`src/rtl/assert_macros.svh`:
```
// ----------------------------------------------------------------------------
// assert_macros.svh
// Concurrent assertion helpers shared by the sort engine RTL.
// ----------------------------------------------------------------------------
`ifndef ASSERT_MACROS_SVH
`define ASSERT_MACROS_SVH

// property holds at every clock edge outside reset
`define ASSERT_ALWAYS(label, clk, rstn, prop) \
    label: assert property (@(posedge clk) disable iff (!rstn) (prop)) \
        else $error("assertion failed");

// consequent holds in the same cycle as the antecedent
`define ASSERT_IMPL(label, clk, rstn, ante, cons) \
    label: assert property (@(posedge clk) disable iff (!rstn) (ante) |-> (cons)) \
        else $error("assertion failed");

// consequent holds in the cycle after the antecedent
`define ASSERT_NEXT(label, clk, rstn, ante, cons) \
    label: assert property (@(posedge clk) disable iff (!rstn) (ante) |=> (cons)) \
        else $error("assertion failed");

`endif

```
`src/rtl/ese_pkg.sv`:
```
// ----------------------------------------------------------------------------
// ese_pkg
// Types, sizes and sequencer states of the exchange sort engine.
// ----------------------------------------------------------------------------
`timescale 1ns / 1ps

package ese_pkg;

    localparam int DEPTH  = 64;
    localparam int IDX_W  = $clog2(DEPTH);
    localparam int CNT_W  = $clog2(DEPTH + 1);
    localparam int WORD_W = 32;

    typedef logic signed [WORD_W-1:0] word_t;
    typedef logic [IDX_W-1:0]         idx_t;
    typedef logic [CNT_W-1:0]         cnt_t;

    typedef struct packed {
        logic  en;
        idx_t  addr;
        word_t data;
    } mem_wr_t;

    typedef struct packed {
        logic en;
        idx_t addr;
    } mem_rd_t;

    typedef enum logic [2:0] {
        S_COLLECT,
        S_SFETCH,
        S_FIRST,
        S_SCAN,
        S_STORE,
        S_EFETCH,
        S_EWAIT
    } state_t;

endpackage

```
`src/rtl/ese_mem.sv`:
```
// ----------------------------------------------------------------------------
// ese_mem
// Element buffer: one write port, one read port with registered read data.
// ----------------------------------------------------------------------------
`timescale 1ns / 1ps

module ese_mem (
    input  logic            aclk,
    input  ese_pkg::mem_wr_t wr,
    input  ese_pkg::mem_rd_t rd,
    output ese_pkg::word_t  rd_data
);
    import ese_pkg::*;

    word_t mem [DEPTH];
    word_t rd_data_reg;

    always_ff @(posedge aclk) begin
        if (wr.en) begin
            mem[wr.addr] <= wr.data;
        end
    end

    always_ff @(posedge aclk) begin
        if (rd.en) begin
            rd_data_reg <= mem[rd.addr];
        end
    end

    assign rd_data = rd_data_reg;

endmodule

```
`src/rtl/ese_cmpswap.sv`:
```
// ----------------------------------------------------------------------------
// ese_cmpswap
// Shared signed compare-exchange unit: orders two words into low and high.
// ----------------------------------------------------------------------------
`timescale 1ns / 1ps

module ese_cmpswap (
    input  ese_pkg::word_t a,
    input  ese_pkg::word_t b,
    output ese_pkg::word_t lo,
    output ese_pkg::word_t hi
);
    import ese_pkg::*;

    logic swap;

    // equal values never swap
    assign swap = (a > b);
    assign lo   = swap ? b : a;
    assign hi   = swap ? a : b;

endmodule

```
`src/rtl/exchange_sort_engine.sv`:
```
// ----------------------------------------------------------------------------
// exchange_sort_engine
// Buffers a set of signed words, exchange-sorts them ascending, streams them out.
// ----------------------------------------------------------------------------
// Usage:
//   Input channel (s_valid/s_ready, s_value, s_last): one word per transfer,
//   s_last on the final word of a set. Words beyond DEPTH are dropped and every
//   result of that set carries m_overflow.
//   Result channel (m_valid/m_ready, m_sorted_value, m_last_out, m_overflow):
//   the stored words in ascending signed order, m_last_out on the final one.
//   Collection accepts one word per cycle. After the final word the single
//   compare-exchange unit sorts over the one read and one write port: each pass
//   compares its running minimum with each later word and writes the larger
//   back, then stores the minimum at its head; n*(n-1)/2 compares for n >= 2
//   words. Results then leave at one per cycle while m_ready is high; a stalled
//   receiver holds the current result and the sequencer waits. s_ready is low
//   from the final word until the last result transfers.
//   Reset (aresetn low, synchronous) empties the set and returns to collection;
//   buffer contents need no clearing since only words of the current set are read.
// ----------------------------------------------------------------------------
`timescale 1ns / 1ps
`include "assert_macros.svh"

module exchange_sort_engine (
    input  logic           aclk,
    input  logic           aresetn,
    input  logic           s_valid,
    output logic           s_ready,
    input  ese_pkg::word_t s_value,
    input  logic           s_last,
    output logic           m_valid,
    input  logic           m_ready,
    output ese_pkg::word_t m_sorted_value,
    output logic           m_last_out,
    output logic           m_overflow
);
    import ese_pkg::*;

    state_t  state_reg, state_next;
    cnt_t    count_reg, count_next;
    logic    dropped_reg, dropped_next;
    idx_t    p_reg, p_next;
    idx_t    q_reg, q_next;
    word_t   a_reg, a_next;

    mem_wr_t mem_wr;
    mem_rd_t mem_rd;
    word_t   rd_data;
    word_t   cmp_lo, cmp_hi;
    cnt_t    count_inc;
    logic    emit_last;

    ese_mem u_mem (
        .aclk    (aclk),
        .wr      (mem_wr),
        .rd      (mem_rd),
        .rd_data (rd_data)
    );

    ese_cmpswap u_cmpswap (
        .a  (a_reg),
        .b  (rd_data),
        .lo (cmp_lo),
        .hi (cmp_hi)
    );

    always_ff @(posedge aclk) begin
        if (!aresetn) begin
            state_reg   <= S_COLLECT;
            count_reg   <= '0;
            dropped_reg <= 1'b0;
            p_reg       <= '0;
            q_reg       <= '0;
        end else begin
            state_reg   <= state_next;
            count_reg   <= count_next;
            dropped_reg <= dropped_next;
            p_reg       <= p_next;
            q_reg       <= q_next;
        end
    end

    always_ff @(posedge aclk) begin
        a_reg <= a_next;
    end

    assign emit_last = ((CNT_W'(p_reg) + CNT_W'(1)) == count_reg);

    always_comb begin
        state_next   = state_reg;
        count_next   = count_reg;
        dropped_next = dropped_reg;
        p_next       = p_reg;
        q_next       = q_reg;
        a_next       = a_reg;
        mem_wr       = '0;
        mem_rd       = '0;
        s_ready      = 1'b0;
        m_valid      = 1'b0;
        count_inc    = count_reg;

        unique case (state_reg)
            S_COLLECT: begin
                s_ready = 1'b1;
                if (s_valid) begin
                    if (count_reg < CNT_W'(DEPTH)) begin
                        mem_wr.en   = 1'b1;
                        mem_wr.addr = count_reg[IDX_W-1:0];
                        mem_wr.data = s_value;
                        count_inc   = count_reg + CNT_W'(1);
                    end else begin
                        dropped_next = 1'b1;
                    end
                    count_next = count_inc;
                    if (s_last) begin
                        p_next = '0;
                        if (count_inc >= CNT_W'(2)) begin
                            state_next = S_SFETCH;
                        end else begin
                            state_next = S_EFETCH;
                        end
                    end
                end
            end
            S_SFETCH: begin
                mem_rd.en   = 1'b1;
                mem_rd.addr = p_reg;
                q_next      = p_reg + IDX_W'(1);
                state_next  = S_FIRST;
            end
            S_FIRST: begin
                // entry p becomes the running minimum of this pass
                a_next      = rd_data;
                mem_rd.en   = 1'b1;
                mem_rd.addr = q_reg;
                state_next  = S_SCAN;
            end
            S_SCAN: begin
                mem_wr.en   = 1'b1;
                mem_wr.addr = q_reg;
                mem_wr.data = cmp_hi;
                a_next      = cmp_lo;
                if ((CNT_W'(q_reg) + CNT_W'(1)) < count_reg) begin
                    mem_rd.en   = 1'b1;
                    mem_rd.addr = q_reg + IDX_W'(1);
                    q_next      = q_reg + IDX_W'(1);
                end else begin
                    state_next = S_STORE;
                end
            end
            S_STORE: begin
                mem_wr.en   = 1'b1;
                mem_wr.addr = p_reg;
                mem_wr.data = a_reg;
                if ((CNT_W'(p_reg) + CNT_W'(2)) < count_reg) begin
                    // fetch the next pass head alongside the write-back
                    mem_rd.en   = 1'b1;
                    mem_rd.addr = p_reg + IDX_W'(1);
                    q_next      = p_reg + IDX_W'(2);
                    p_next      = p_reg + IDX_W'(1);
                    state_next  = S_FIRST;
                end else begin
                    p_next     = '0;
                    state_next = S_EFETCH;
                end
            end
            S_EFETCH: begin
                mem_rd.en   = 1'b1;
                mem_rd.addr = p_reg;
                state_next  = S_EWAIT;
            end
            S_EWAIT: begin
                m_valid = 1'b1;
                if (m_ready) begin
                    if (emit_last) begin
                        count_next   = '0;
                        dropped_next = 1'b0;
                        state_next   = S_COLLECT;
                    end else begin
                        mem_rd.en   = 1'b1;
                        mem_rd.addr = p_reg + IDX_W'(1);
                        p_next      = p_reg + IDX_W'(1);
                    end
                end
            end
            default: begin
                state_next = S_COLLECT;
            end
        endcase
    end

    assign m_sorted_value = rd_data;
    assign m_last_out     = emit_last;
    assign m_overflow     = dropped_reg;

    `ASSERT_ALWAYS(a_one_side, aclk, aresetn, !(s_ready && m_valid))
    `ASSERT_ALWAYS(a_count_bound, aclk, aresetn, count_reg <= CNT_W'(DEPTH))
    `ASSERT_IMPL(a_scan_order, aclk, aresetn, state_reg == S_SCAN, q_reg > p_reg)
    `ASSERT_NEXT(a_set_done, aclk, aresetn, m_valid && m_ready && m_last_out,
        count_reg == '0 && !dropped_reg && state_reg == S_COLLECT)

endmodule

```
`config.mk`:
```
export PLATFORM = sky130hd
export DESIGN_NAME = exchange_sort_engine
export DESIGN_NICKNAME = d
export VERILOG_FILES = /design/src/rtl/ese_pkg.sv /design/src/rtl/ese_mem.sv /design/src/rtl/ese_cmpswap.sv /design/src/rtl/exchange_sort_engine.sv
export VERILOG_INCLUDE_DIRS = /design/src /design/src/rtl
export SDC_FILE = /design/constraint.sdc
export NUM_CORES = 2
export LEC_CHECK = 0
export CORE_UTILIZATION = 40
export DETAILED_ROUTE_END_ITERATION = 10
export DONT_BUFFER_PORTS = 1
export PLACE_DENSITY_LB_ADDON = 0.1
export SLEW_MARGIN = 5
export SYNTH_ARGS = -nofsm -noshare
export SYNTH_HDL_FRONTEND = slang
export SYNTH_SLANG_ARGS = --single-unit
```
`constraint.sdc`:
```
create_clock -name aclk -period 5.1 [get_ports aclk]
set_input_delay 0.255 -clock aclk [delete_from_list [all_inputs] [get_ports aclk]]
set_output_delay 0.255 -clock aclk [all_outputs]
set_load 0.005 [all_outputs]
```
==> results.md <==
* Status: finished, final reports clean
* CTS Buffer Depth at 3
* RSZ-0062 raised after global routing: true
* Post-synth EDFFs at about 2100
* Synthesis-to-finish area growth at 17.77%
* Hpwl dp at approximately 170 mm
* Core ar. at between 200000 and 250000 um^2
* Peak supply drop at roughly 0.34 mV
* Synth Area in Simple Gates at 5.095%
* Final instance area at ~100000 um^2
* Max reg flops at 2048
* CP endpoint kind: flop
* Clock-pin slew on the worst setup and hold paths at 60 ps
* Post-synthesis mux area share at 5.396%
* Min Clock Period, post-route at about 5000 ps
* Top delay family on crit path: simple AND/OR/NAND/NOR gates
* Combinational Power Share at a little over a fifth
* Tcrit/Tclk final at ~98%
* Post-synthesis sequential area ratio at approximately three quarters
* Post-synthesis xor/xnor area fraction at 0.2379%
* Die X at 467.7 um
* Starting DRC count in detailed routing at around 6200
* Global-route wire length before repair at 411.1 mm
* Worst-Margin Slew at 1013 ps
* Post-Syn Nets at roughly 5700
* Largest family of logic cells by synthesized area: compound AO/OA/AOI/OAI gates
* Final hold vios at 0
* Hold slack at roughly 80 ps
* Lkg Pwr at about 33 nW
* DR WL/cell at approximately 33 um
* Power share of the clock group at approximately 32%
* WP buf/inv at 3
* Most numerous cell in the Yosys netlist: edfxtp_1
* Die height at roughly 470 um
* Reg power frac at 46.5%
* CP max stage delay at 620 ps
* Pint at ~34 mW
* YS warnings at 0
* Antenna violations before repair at 34
* Hold WC Path Type: in -> reg
* Top_reg_cell synth: edfxtp_1
* Synthesized area per cell at 15.59 um^2
* Worst path cell trace: and3_1, nand3_1, xnor2_2, ha_1, nand4_1, a211oi_4, o21ai_1, a21o_4, nor2_4, buf_4, nor2_4, buf_4, buf_12, a22o_1, o41a_1, or4_1
* Synth Area in Compound Gates at roughly an eighth
* Port-buffer cells at 0
* Critical path data arrival time at 5610 ps
* Synth area leaders: edfxtp_1 73%, mux2i_1 3.0%, mux2_2 2.1%, a21oi_1 2.0%, a2111oi_0 1.9%
* Min-Delay Endpoint: u_mem.mem[55][2]
* Routed WL at 295.3 mm
* Initial DRT Pass Iterations at 8
* Type of origin of the critical path: flop
* Reg2reg end: u_mem.rd_data[6]
* Fin. max-slew vios at 0
* Reg2reg start: q_reg[4]
* Power density cells at roughly 480 nW/um^2
* Crit path max-delay cell type: or4_1
* Final net count at slightly below 6000
* Die Area at between 200000 and 250000 um^2
* Post-DRT Antenna Nets at 0
* Layout cells sized above 1 at 18.34%
* Synth cell count leaders: 2112 x edfxtp_1, 351 x a21oi_1, 327 x clkbuf_1
* Sw frac at 30.40%
* Top cell type's share of synthesized area at 73.10%
* P_sw at ~15 mW
* Grt ovf at 0
* Netlist Area Pre-Place at approximately 87000 um^2
* Max transition margin at between 30% and 40%
* Vias in the first global route at between 50000 and 60000
* CTS tree: built
* CP max FO at 19
* Async S/R FF share, synth at 0%
* Worst-Skew Late Latency at 900 ps
* Num CTS Buffers at 226
* Post-Synthesis Cells at 5566
* Synth unique cells at 80
* CP required at 5710 ps
* Pin count of the biggest net entering global routing at 97
* Placed instance area at 94650 um^2
* Clk sink count at 2135
* DRC at 0
* F_max at 199.8 MHz
* Root buffer cell: clkbuf_16
* Finish-stage setup viols at 0
* Hold_sp: s_value[2]
* Total track usage at between 20% and 30%
* Via/cell ratio at between 6 and 7
* Reg2reg setup slack at 90 ps
* Critical path class: reg -> reg
* Worst hold path cell count at 2
* DR vias at ~55000
* Adder-cell area share of the yosys netlist at less than 1%
* H-tree Lvls at 4
* Worst R2R Path Depth at 16
* Fin Clk Skew at roughly 48 ps
* Maxcap violations at 0
* Number of synthesized register bits at 2135
* Yosys top cell by area: edfxtp_1
* Row Count at 170
* Gp weighted congestion at 0.9155
* Initial Util at roughly two fifths
* Top Ports at 73
==> power by group through the flow <==
stage               Sequential (mW)  Combinational [mW]  Clock (mW)
floorplan                      22.9                4.42           0
global placement               23.2                10.0           0
detailed placement             23.2                10.1           0
CTS                            22.8                10.2        16.1
global route                   22.9                10.8        16.8
finish                         22.8                10.3        15.9
==> worst max path at each step <==
stage,start,to,cells past startpoint
6_report,q_reg[4],u_mem.rd_data[6],16
5_1_grt,p_reg[1],u_mem.rd_data[20],16
4_1_cts,q_reg[1],u_mem.rd_data[1],15
3_5_place_dp,q_reg[4],u_mem.rd_data[20],16
3_3_place_gp,q_reg[4],u_mem.rd_data[20],16
2_1_floorplan,p_reg[3],u_mem.rd_data[11],17
==> metrics by stage <==
| stage | setup WS [ps] | setup TNS [ps] | utilization [%] | cells | total power [mW] |
|---|---|---|---|---|---|
| after floorplan | 652.5 | 0 | - | 5566 | 27.35 |
| after global placement | -585.4 | -1753 | 44.01 | 8423 | 33.18 |
| after detailed placement | -516.9 | -1405 | 44.01 | 8423 | 33.30 |
| after CTS | 9.869 | 0 | 47.45 | 8865 | 49.16 |
| after global routing | -15.22 | -15.22 | 47.50 | 8881 | 50.42 |
| final | 94.82 | 0 | 47.52 | 8899 | 49.07 |
==> cell type report <==
cell class	count	area [um^2]
Tap cell	2838	3551
Multi-Input combinational cell	2937	21690
Inverter	47	176.4
Fill cell	18437	112900
Antenna cell	32	80.08
Clock inverter	149	1232
Clock buffer	271	5867
Timing Repair Buffer	490	5712
Sequential cell	2135	63880
==> layer usage <==
layer  routed length [um]  vias to the layer above  global-route usage (%)
met5                   30                        -                       0
met4                 8837                        6                   8.642
met3                21450                      393                   4.659
met2               135000                     2124                   41.24
met1               130000                    28802                   37.87
li1                     -                    23223                       -
==> repair_timing <==
| action | 4_1_cts | 5_1_grt |
|---|---|---|
| gates cloned | 1 | 0 |
| hold buffers | 8 | 0 |
| pin swaps | 4 | 5 |
| setup buffers | 13 | 2 |
| endpoints found under the hold margin | 21 | 0 |
| setup endpoints to repair | 11 | 30 |
| gates resized for setup | 12 | 13 |
==> worst register-to-register path, stage by stage, from the launching register on <==
cell      delay, ps
dfxtp_1         460
and3_1          230
nand3_1         130
xnor2_2         200
ha_1            320
nand4_1         170
a211oi_4        310
o21ai_1         230
a21o_4          270
nor2_4          370
buf_4           220
nor2_4           80
buf_4           210
buf_12          200
a22o_1          250
o41a_1          470
or4_1           620
==> placed cells by master, fill, tap and decap left out, types with 46 or more instances in the layout <==
cell	n
and3_1	169
clkinv_2	48
a2bb2oi_1	55
clkinv_1	66
nand3_1	216
buf_4	321
buf_12	159
nor2_4	72
a31oi_1	58
ha_1	50
mux2_2	161
a21oi_1	350
a221oi_1	78
edfxtp_1	2112
mux2i_1	257
a221o_1	55
nand2_1	298
a211o_1	131
inv_1	46
clkbuf_16	228
o21ai_0	217
a211oi_1	137
a2111oi_0	181
==> cell families (layout without fill, tap and decap cells) <==
group                      after synthesis  in the layout
DFF                                   2135           2135
adders and majority gates               50             50
xor gates and xnor gates                22             22
AOI/OAI and AO/OA                     1519           1520
and+or+nand+nor                        901            901
buffers and inverters                  495            957
muxes                                  444            444
other                                    0             32
No activity file was read; power rests on OpenSTA's default activity.
